--- src/rtl/rhcf_pkg.sv ---
// ============================================================================
// ROM header checksum fix-up package
// Shared types, constants and the fixed logo table of the header unit.
// ============================================================================
package rhcf_pkg;

  localparam int unsigned LENGTH_BITS = 23;

  localparam int unsigned POS_W      = 24;
  localparam int unsigned LEN_W      = 25;
  localparam int unsigned BANK_BITS  = 15;
  localparam int unsigned CODE_STEPS = 9;
  localparam int unsigned OUT_TDATA_W = 48;

  localparam logic [POS_W-1:0] LOGO_START  = 24'h000104;
  localparam logic [POS_W-1:0] HDR_START   = 24'h000134;
  localparam logic [POS_W-1:0] TYPE_POS    = 24'h000147;
  localparam logic [POS_W-1:0] SIZE_POS    = 24'h000148;
  localparam logic [POS_W-1:0] HCHK_POS    = 24'h00014D;
  localparam logic [POS_W-1:0] GCHK_HI_POS = 24'h00014E;
  localparam logic [POS_W-1:0] GCHK_LO_POS = 24'h00014F;
  localparam logic [POS_W-1:0] POS_MAX     = 24'hFFFFFF;
  localparam logic [LEN_W-1:0] MIN_LENGTH  = 25'h0000150;
  localparam logic [LEN_W-1:0] BANK_BYTES  = 25'h0008000;
  localparam logic [7:0]       HDR_BASE    = 8'hE7;

  typedef struct packed {
    logic [7:0] data;
    logic       last;
  } in_item_t;

  typedef struct packed {
    logic [15:0]      global_sum;
    logic [7:0]       header_sum;
    logic [7:0]       orig_type;
    logic [7:0]       orig_size;
    logic [7:0]       stored_hchk;
    logic [15:0]      stored_gchk;
    logic [LEN_W-1:0] length;
    logic             overflow;
  } snap_t;

  function automatic logic [7:0] logo_byte(input logic [5:0] i);
    logic [7:0] v;
    unique case (i)
      6'd0:  v = 8'hCE;  6'd1:  v = 8'hED;  6'd2:  v = 8'h66;  6'd3:  v = 8'h66;
      6'd4:  v = 8'hCC;  6'd5:  v = 8'h0D;  6'd6:  v = 8'h00;  6'd7:  v = 8'h0B;
      6'd8:  v = 8'h03;  6'd9:  v = 8'h73;  6'd10: v = 8'h00;  6'd11: v = 8'h83;
      6'd12: v = 8'h00;  6'd13: v = 8'h0C;  6'd14: v = 8'h00;  6'd15: v = 8'h0D;
      6'd16: v = 8'h00;  6'd17: v = 8'h08;  6'd18: v = 8'h11;  6'd19: v = 8'h1F;
      6'd20: v = 8'h88;  6'd21: v = 8'h89;  6'd22: v = 8'h00;  6'd23: v = 8'h0E;
      6'd24: v = 8'hDC;  6'd25: v = 8'hCC;  6'd26: v = 8'h6E;  6'd27: v = 8'hE6;
      6'd28: v = 8'hDD;  6'd29: v = 8'hDD;  6'd30: v = 8'hD9;  6'd31: v = 8'h99;
      6'd32: v = 8'hBB;  6'd33: v = 8'hBB;  6'd34: v = 8'h67;  6'd35: v = 8'h63;
      6'd36: v = 8'h6E;  6'd37: v = 8'h0E;  6'd38: v = 8'hEC;  6'd39: v = 8'hCC;
      6'd40: v = 8'hDD;  6'd41: v = 8'hDC;  6'd42: v = 8'h99;  6'd43: v = 8'h9F;
      6'd44: v = 8'hBB;  6'd45: v = 8'hB9;  6'd46: v = 8'h33;  6'd47: v = 8'h3E;
      default: v = 8'h00;
    endcase
    return v;
  endfunction

endpackage

--- src/rtl/rhcf_in_stage.sv ---
// ============================================================================
// ROM header checksum fix-up input stage
// Registers each accepted input item and holds it until it is consumed.
// ============================================================================
module rhcf_in_stage (
  input  logic              clk_i,
  input  logic              rst_ni,
  input  logic              s_valid_i,
  output logic              s_ready_o,
  input  rhcf_pkg::in_item_t s_item_i,
  output logic              valid_o,
  output rhcf_pkg::in_item_t item_o,
  input  logic              consume_i
);

  logic               valid_q, valid_d;
  rhcf_pkg::in_item_t item_q;
  logic               load;

  assign s_ready_o = !valid_q || consume_i;
  assign load      = s_valid_i && s_ready_o;

  always_comb begin
    valid_d = valid_q;
    if (load) begin
      valid_d = 1'b1;
    end else if (consume_i) begin
      valid_d = 1'b0;
    end
  end

  always_ff @(posedge clk_i or negedge rst_ni) begin
    if (!rst_ni) begin
      valid_q <= 1'b0;
    end else begin
      valid_q <= valid_d;
    end
  end

  always_ff @(posedge clk_i) begin
    if (load) begin
      item_q <= s_item_i;
    end
  end

  assign valid_o = valid_q;
  assign item_o  = item_q;

endmodule

--- src/rtl/rhcf_accum.sv ---
// ============================================================================
// ROM header checksum fix-up accumulator
// Counts byte positions, keeps the running sums and captured header bytes,
// and hands a snapshot of the final state to the finishing stage.
// ============================================================================
module rhcf_accum (
  input  logic               clk_i,
  input  logic               rst_ni,
  input  logic               valid_i,
  input  rhcf_pkg::in_item_t item_i,
  output logic               consume_o,
  output logic               snap_valid_o,
  output rhcf_pkg::snap_t    snap_o,
  input  logic               snap_ready_i
);

  logic [rhcf_pkg::POS_W-1:0] pos_q, pos_d;
  logic                       ovf_q, ovf_d;
  logic [15:0]                gs_q, gs_d;
  logic [7:0]                 hs_q, hs_d;
  logic [7:0]                 ot_q, ot_d;
  logic [7:0]                 os_q, os_d;
  logic [7:0]                 shc_q, shc_d;
  logic [15:0]                sgc_q, sgc_d;
  logic                       snap_valid_q, snap_valid_d;
  rhcf_pkg::snap_t            snap_q;

  logic [15:0]                gs_n;
  logic [7:0]                 hs_n, ot_n, os_n, shc_n;
  logic [15:0]                sgc_n;
  logic [7:0]                 lb;
  logic                       ovf_n;
  logic                       snap_free;
  logic                       capture;
  rhcf_pkg::snap_t            snap_n;

  assign snap_free = !snap_valid_q || snap_ready_i;
  assign consume_o = valid_i && (!item_i.last || snap_free);
  assign capture   = consume_o && item_i.last;

  always_comb begin
    gs_n  = gs_q;
    hs_n  = hs_q;
    ot_n  = ot_q;
    os_n  = os_q;
    shc_n = shc_q;
    sgc_n = sgc_q;
    lb    = rhcf_pkg::logo_byte(6'(pos_q - rhcf_pkg::LOGO_START));
    priority if (ovf_q) begin
      gs_n = gs_q + {8'h00, item_i.data};
    end else if (pos_q < rhcf_pkg::HDR_START) begin
      if (pos_q >= rhcf_pkg::LOGO_START) begin
        gs_n = gs_q + {8'h00, lb};
      end else begin
        gs_n = gs_q + {8'h00, item_i.data};
      end
    end else if (pos_q < rhcf_pkg::HCHK_POS) begin
      if (pos_q == rhcf_pkg::TYPE_POS) begin
        ot_n = item_i.data;
      end
      if (pos_q == rhcf_pkg::SIZE_POS) begin
        os_n = item_i.data;
      end
      hs_n = hs_q + item_i.data;
      gs_n = gs_q + {8'h00, item_i.data};
    end else if (pos_q == rhcf_pkg::HCHK_POS) begin
      shc_n = item_i.data;
    end else if (pos_q == rhcf_pkg::GCHK_HI_POS) begin
      sgc_n = {item_i.data, sgc_q[7:0]};
    end else if (pos_q == rhcf_pkg::GCHK_LO_POS) begin
      sgc_n = {sgc_q[15:8], item_i.data};
    end else begin
      gs_n = gs_q + {8'h00, item_i.data};
    end

    ovf_n = ovf_q || (pos_q == rhcf_pkg::POS_MAX);

    snap_n.global_sum  = gs_n;
    snap_n.header_sum  = hs_n;
    snap_n.orig_type   = ot_n;
    snap_n.orig_size   = os_n;
    snap_n.stored_hchk = shc_n;
    snap_n.stored_gchk = sgc_n;
    snap_n.length      = {1'b0, pos_q} + 25'd1;
    snap_n.overflow    = ovf_n;

    pos_d = pos_q;
    ovf_d = ovf_q;
    gs_d  = gs_q;
    hs_d  = hs_q;
    ot_d  = ot_q;
    os_d  = os_q;
    shc_d = shc_q;
    sgc_d = sgc_q;
    if (capture) begin
      pos_d = '0;
      ovf_d = 1'b0;
      gs_d  = '0;
      hs_d  = '0;
      ot_d  = '0;
      os_d  = '0;
      shc_d = '0;
      sgc_d = '0;
    end else if (consume_o) begin
      pos_d = (pos_q == rhcf_pkg::POS_MAX) ? pos_q : pos_q + 24'd1;
      ovf_d = ovf_n;
      gs_d  = gs_n;
      hs_d  = hs_n;
      ot_d  = ot_n;
      os_d  = os_n;
      shc_d = shc_n;
      sgc_d = sgc_n;
    end

    snap_valid_d = snap_valid_q;
    if (capture) begin
      snap_valid_d = 1'b1;
    end else if (snap_ready_i) begin
      snap_valid_d = 1'b0;
    end
  end

  always_ff @(posedge clk_i or negedge rst_ni) begin
    if (!rst_ni) begin
      pos_q        <= '0;
      ovf_q        <= 1'b0;
      gs_q         <= '0;
      hs_q         <= '0;
      ot_q         <= '0;
      os_q         <= '0;
      shc_q        <= '0;
      sgc_q        <= '0;
      snap_valid_q <= 1'b0;
    end else begin
      pos_q        <= pos_d;
      ovf_q        <= ovf_d;
      gs_q         <= gs_d;
      hs_q         <= hs_d;
      ot_q         <= ot_d;
      os_q         <= os_d;
      shc_q        <= shc_d;
      sgc_q        <= sgc_d;
      snap_valid_q <= snap_valid_d;
    end
  end

  always_ff @(posedge clk_i) begin
    if (capture) begin
      snap_q <= snap_n;
    end
  end

  assign snap_valid_o = snap_valid_q;
  assign snap_o       = snap_q;

endmodule

--- src/rtl/rhcf_finalize.sv ---
// ============================================================================
// ROM header checksum fix-up finishing stage
// Derives size code, fixed type and both checksums from the final snapshot
// and holds the result item in the output register.
// ============================================================================
module rhcf_finalize #(
  parameter int unsigned LENGTH_BITS = rhcf_pkg::LENGTH_BITS
) (
  input  logic                                  clk_i,
  input  logic                                  rst_ni,
  input  logic                                  snap_valid_i,
  input  rhcf_pkg::snap_t                       snap_i,
  output logic                                  snap_ready_o,
  output logic                                  m_valid_o,
  input  logic                                  m_ready_i,
  output logic [rhcf_pkg::OUT_TDATA_W-1:0]      m_data_o
);

  logic                                 out_valid_q, out_valid_d;
  logic [rhcf_pkg::OUT_TDATA_W-1:0]     out_data_q, out_data_d;
  logic                                 load;

  logic [3:0]                           code;
  logic [7:0]                           new_type;
  logic [7:0]                           hpre, hchk;
  logic [15:0]                          gsum, gchk;
  logic                                 err;
  logic [rhcf_pkg::LEN_W-1:0]           max_len;

  assign snap_ready_o = !out_valid_q || m_ready_i;
  assign load         = snap_valid_i && snap_ready_o;
  assign max_len      = rhcf_pkg::LEN_W'(1) << LENGTH_BITS;

  always_comb begin
    code = 4'd0;
    for (int k = 0; k < rhcf_pkg::CODE_STEPS; k++) begin
      code = code + {3'b000,
                     snap_i.length > (rhcf_pkg::LEN_W'(1) << (rhcf_pkg::BANK_BITS + k))};
    end

    new_type = snap_i.orig_type;
    if (snap_i.orig_type == 8'h00 && snap_i.length > rhcf_pkg::BANK_BYTES) begin
      new_type = 8'h01;
    end

    hpre = snap_i.header_sum - snap_i.orig_type - snap_i.orig_size + new_type
         + {4'h0, code};
    hchk = rhcf_pkg::HDR_BASE - hpre;
    gsum = snap_i.global_sum - {8'h00, snap_i.orig_type} - {8'h00, snap_i.orig_size}
         + {8'h00, new_type} + {12'h000, code};
    gchk = gsum + {8'h00, hchk};

    err = snap_i.overflow || (snap_i.length < rhcf_pkg::MIN_LENGTH)
       || (snap_i.length > max_len);

    out_data_d = '0;
    out_data_d[7:0]   = hchk;
    out_data_d[23:8]  = gchk;
    out_data_d[27:24] = code;
    out_data_d[35:28] = new_type;
    out_data_d[36]    = snap_i.stored_hchk != hchk;
    out_data_d[37]    = snap_i.stored_gchk != gchk;
    out_data_d[38]    = snap_i.orig_size != {4'h0, code};
    out_data_d[39]    = new_type != snap_i.orig_type;
    out_data_d[40]    = err;

    out_valid_d = out_valid_q;
    if (load) begin
      out_valid_d = 1'b1;
    end else if (m_ready_i) begin
      out_valid_d = 1'b0;
    end
  end

  always_ff @(posedge clk_i or negedge rst_ni) begin
    if (!rst_ni) begin
      out_valid_q <= 1'b0;
    end else begin
      out_valid_q <= out_valid_d;
    end
  end

  always_ff @(posedge clk_i) begin
    if (load) begin
      out_data_q <= out_data_d;
    end
  end

  assign m_valid_o = out_valid_q;
  assign m_data_o  = out_data_q;

endmodule

--- src/rtl/rom_header_checksum_fixup_top.sv ---
// ============================================================================
// ROM header checksum fix-up, top level
// The slave stream takes a ROM image one byte per item in address order from
// zero, with tlast on the final byte. Logo bytes are replaced by the fixed
// table, header and global sums are kept, and one result item leaves on the
// master stream for each image, after its last byte.
// The block accepts one byte every cycle while the input side is not stalled.
// The last byte of an image enters the input register when it is accepted;
// the accumulator snapshot register then takes the final state, and the
// output register loads the result item, which shows on the master stream.
// Bytes that are not last cause no result. After the last byte the counters
// and sums return to zero, so the next byte starts a new image at once.
// Reset clears the position counter, the sums and all valid flags; no image
// is in progress afterwards.
// When the receiver stalls, the result waits in the output register while
// bytes keep flowing; the input side stops only when a further last byte
// finds both the snapshot and the output register still occupied.
// ============================================================================
module rom_header_checksum_fixup_top #(
  parameter int unsigned LENGTH_BITS = rhcf_pkg::LENGTH_BITS
) (
  input  logic        clk_i,
  input  logic        rst_ni,
  input  logic        s_axis_tvalid_i,
  output logic        s_axis_tready_o,
  input  logic [7:0]  s_axis_tdata_i,   // [7:0] data_byte
  input  logic        s_axis_tlast_i,   // last_byte
  output logic        m_axis_tvalid_o,
  input  logic        m_axis_tready_i,
  // [7:0] header_checksum, [23:8] global_checksum, [27:24] size_code,
  // [35:28] cart_type, [36] header_differs, [37] global_differs,
  // [38] size_differs, [39] type_changed, [40] length_error, [47:41] zero
  output logic [rhcf_pkg::OUT_TDATA_W-1:0] m_axis_tdata_o
);

  rhcf_pkg::in_item_t s_item;
  rhcf_pkg::in_item_t in_item;
  logic               in_valid;
  logic               consume;
  logic               snap_valid;
  logic               snap_ready;
  rhcf_pkg::snap_t    snap;

  assign s_item.data = s_axis_tdata_i;
  assign s_item.last = s_axis_tlast_i;

  rhcf_in_stage u_in_stage (
    .clk_i     (clk_i),
    .rst_ni    (rst_ni),
    .s_valid_i (s_axis_tvalid_i),
    .s_ready_o (s_axis_tready_o),
    .s_item_i  (s_item),
    .valid_o   (in_valid),
    .item_o    (in_item),
    .consume_i (consume)
  );

  rhcf_accum u_accum (
    .clk_i        (clk_i),
    .rst_ni       (rst_ni),
    .valid_i      (in_valid),
    .item_i       (in_item),
    .consume_o    (consume),
    .snap_valid_o (snap_valid),
    .snap_o       (snap),
    .snap_ready_i (snap_ready)
  );

  rhcf_finalize #(
    .LENGTH_BITS (LENGTH_BITS)
  ) u_finalize (
    .clk_i        (clk_i),
    .rst_ni       (rst_ni),
    .snap_valid_i (snap_valid),
    .snap_i       (snap),
    .snap_ready_o (snap_ready),
    .m_valid_o    (m_axis_tvalid_o),
    .m_ready_i    (m_axis_tready_i),
    .m_data_o     (m_axis_tdata_o)
  );

endmodule
--- config.mk ---
export PLATFORM = sky130hd
export DESIGN_NAME = rom_header_checksum_fixup_top
export DESIGN_NICKNAME = d
export VERILOG_FILES = /design/src/rtl/rhcf_pkg.sv /design/src/rtl/rhcf_in_stage.sv /design/src/rtl/rhcf_accum.sv /design/src/rtl/rhcf_finalize.sv /design/src/rtl/rom_header_checksum_fixup_top.sv
export SDC_FILE = /design/constraint.sdc
export NUM_CORES = 1
export LEC_CHECK = 0
export ABC_CLOCK_PERIOD_IN_PS = 14400
export BUFFER_PORTS_ARGS = -buffer_cell sky130_fd_sc_hd__buf_2
export CAP_MARGIN = 20
export CORE_ASPECT_RATIO = 0.8
export CORE_UTILIZATION = 45
export CTS_BUF_LIST = sky130_fd_sc_hd__clkbuf_2 sky130_fd_sc_hd__clkbuf_4 sky130_fd_sc_hd__clkbuf_8
export CTS_CLUSTER_DIAMETER = 50
export CTS_CLUSTER_SIZE = 8
export DETAILED_ROUTE_END_ITERATION = 12
export PLACE_DENSITY = 0.64
export SLEW_MARGIN = 5
export SYNTH_ARGS = -nofsm -noshare
export SYNTH_HDL_FRONTEND = slang
export SYNTH_SLANG_ARGS = --single-unit
--- constraint.sdc ---
create_clock -name clk_i -period 14.4 [get_ports clk_i]
set_input_delay 2.88 -clock clk_i [delete_from_list [all_inputs] [get_ports clk_i]]
set_output_delay 2.88 -clock clk_i [all_outputs]
set_load 0.01 [all_outputs]
==> results.txt <==
H-tree depth -> 2
PortBufs -> 55
Worst Path Required -> 14,670 ps
Max Clk Rate -> 81.0 MHz
cell row count -> 58
post-synthesis cell count -> 1,342
post-layout min period -> 12,350 ps
Setup CP Type -> register to register
Tot Pwr -> 3.62 mW
Die Span X -> 203 um
clk sinks -> 232
CTS Buffer Depth -> 3
Post-CTS Setup Inserts -> 0
status -> finished clean
clock root cell -> clkbuf_8
PwrDens -> 227 nW/um^2
Post-Syn Area -> 14,600 um^2
Post-synth EDFFs -> 140
slowest stage cell, crit path -> fa_1
Yosys cell types -> 72
Area Overhead vs Synth -> 9.55%
Nets -> 1,539
LEAKAGE -> 6.77 nW
Worst Path Arrival -> 12,620 ps
most frequent CP cell -> fa_1
CTS tree -> done
CTS-repair resized insts -> 0
Non-Filler Instances -> 1,828
clock buffer count from CTS -> 36
crit path capture type -> register
fin crit share -> 85.8%
DR vias -> 10,300
ant diodes -> 0
Iteration-0 DRC Markers -> 865
GRT Total Usage -> 22.1%
drt pass-1 iters -> 5
CP Launch Type -> register
clk slew on worst S/H paths -> 60 ps
Worst Hold Class -> register to register
# IOs -> 63
Slew Viols, Final -> 0
fraction of synthesis flops using an asynchronous set or reset pin -> 39.7%
Post-Route WL -> 36.0 mm
die area -> 33,100 um^2
CP max FO -> 7
Synth Warn # -> 0
global placer's final weighted congestion -> 0.859
final hold violation count -> 0
Worst-Skew Late Latency -> 560 ps
sequential element share of the synthesized area -> 44.6%
Routed Antenna Nets -> 0
Seq cells post-synth -> 232
Starting Density -> 46.1%
peak supply drop -> 261 uV
Vias/cell -> 5.64
first-pass GRT wire length -> 56.2 mm
final setup fails -> 0
slew margin rel. -> 26.9%
RSZ-0062 raised after global routing -> false
vias in the first global route -> 9,896
initial antenna violation count -> 0
slowest stage delay, CP -> 560 ps
fraction of layout instances using a drive strength above 1 -> 13.6%
DRC errors left -> 0
post-route setup TNS -> 0 ps
Clock Skew -> 32.9 ps
Main synth FF type -> edfxtp_1
max-capacitance violation count -> 0
Core ar. -> 31,600 um^2
hold_buf cts -> 0
Least-Margin Pin Slew -> 1070 ps
Syn Area/Cell -> 10.9 um^2
Die Y -> 163 um
Placed Cells -> 1,763
wire per inst -> 19.7 um
largest net degree at the start of global routing -> 79
total gr overflow -> 0
HPWL Detailed -> 25.6 mm
final hold slack -> 493 ps
## cell families (layout without fill, tap and decap cells)
family                   after synthesis  in the layout  share of synthesized area (%)
AND/OR/NAND/NOR                      325            325                           11.1
flip-flops                           232            232                           44.6
XOR/XNOR                             112            112                           6.82
multiplexers                          54             54                           4.14
other                                  1              7                         0.0257
buffers and inverters                188            248                           5.09
AO/OA/AOI/OAI                        286            286                           13.0
adder cells (fa/ha/maj)              144            144                           15.1
## cells in the mapped netlist, drive strengths merged, types with 13 or more instances
| master | instances | area share, % |
|---|---|---|
| fa | 54 | 7.4 |
| buf | 14 | 0.61 |
| o21ai | 82 | 2.8 |
| xor2 | 48 | 2.9 |
| edfxtp | 140 | 29 |
| nor2 | 75 | 1.9 |
| a211oi | 14 | 0.76 |
| nor3 | 27 | 0.96 |
| or3 | 14 | 0.61 |
| nand3 | 24 | 0.82 |
| xnor2 | 63 | 3.8 |
| ha | 90 | 7.7 |
| nand2 | 91 | 2.3 |
| a22o | 36 | 2.2 |
| nor2b | 13 | 0.56 |
| nand2b | 17 | 0.73 |
| mux2 | 40 | 3.1 |
| dfrtp | 92 | 16 |
| inv | 118 | 3.0 |
| a21oi | 58 | 2.0 |
| nand4 | 20 | 0.86 |
| mux2i | 13 | 0.89 |
| a22oi | 19 | 0.98 |
| clkbuf | 53 | 1.4 |
## path summary, 6_finish.rpt
| kind | start | end | slack [ps] | depth (start not counted) |
|---|---|---|---|---|
| min | u_accum.sgc_q[14] | u_accum.sgc_q[14] | 490 | 1 |
| max in group asynchronous | rst_ni | u_accum.os_q[4] | 10850 | 2 |
| min reg2reg | u_accum.sgc_q[14] | u_accum.sgc_q[14] | 490 | 1 |
| max reg2reg | u_accum.snap_o[11] | u_finalize.m_data_o[37] | 2050 | 39 |
| max | u_accum.snap_o[11] | u_finalize.m_data_o[37] | 2050 | 39 |
| min in group asynchronous | rst_ni | u_finalize.m_valid_o | 2260 | 1 |
## where the power goes
part           switching (mW)  total, mW  internal, mW
sequential             0.0596      0.919         0.859
combinational            1.26       2.10         0.837
clock                   0.265      0.603         0.337
## sequential cells by signal, indices dropped and copies added, names as in the netlist, 9 cells and up
register and cells:
u_accum.sgc_q 16, u_finalize.m_data_o 41, u_accum.gs_q 16, u_accum.snap_o 90
u_in_stage.item_o 9, u_accum.pos_q 24
## metrics by stage
stage	instance area (um^2)	setup WS (ps)	util [%]
floorplan	14600	2770	-
global placement	15200	2320	48.0
CTS	16000	2040	50.4
global route	16000	1330	50.5
finish	16000	2050	50.5
detailed placement	15200	2090	48.0
## final cells by class
cell class	count	area, um^2
fillers	2889	15700
clock buffers	60	688
well taps	420	526
inverters	121	454
clock inverters	4	76.3
repair buffers	63	342
flip-flops and latches	232	6510
multi-input cells	928	7370
## layer usage
metal | share of wire [%] | global-route usage, % | vias to the layer above
li1 | - | - | 4832
met1 | 50 | 34.3 | 5109
met2 | 41 | 31.0 | 330
met3 | 7.0 | 4.62 | 30
met4 | 1.3 | 5.09 | 0
met5 | 0 | 0 | -
## critical path, delay by kind of cell, from the launching register on
family / cells / cell delay [ps]
adder cells (fa/ha/maj): 13 / 5570
XOR/XNOR: 3 / 710
AND/OR/NAND/NOR: 9 / 3040
buffers and inverters: 6 / 360
AO/OA/AOI/OAI: 8 / 2060
flip-flops: 1 / 350
## placed cells by master, fill, tap and decap left out, drive strengths merged, types with 9 or more instances in the layout
master,instances
a211oi,14
a21o,12
a21oi,58
a22o,36
a22oi,19
buf,63
clkbuf,60
dfrtp,92
edfxtp,140
fa,54
ha,90
inv,119
mux2,40
mux2i,13
nand2,91
nand2b,17
nand3,24
nand4,20
nor2,75
nor2b,13
nor3,27
nor4,9
o21ai,82
or2,9
or3,14
xnor2,63
xor2,48
Power figures use the tool's default switching activity.
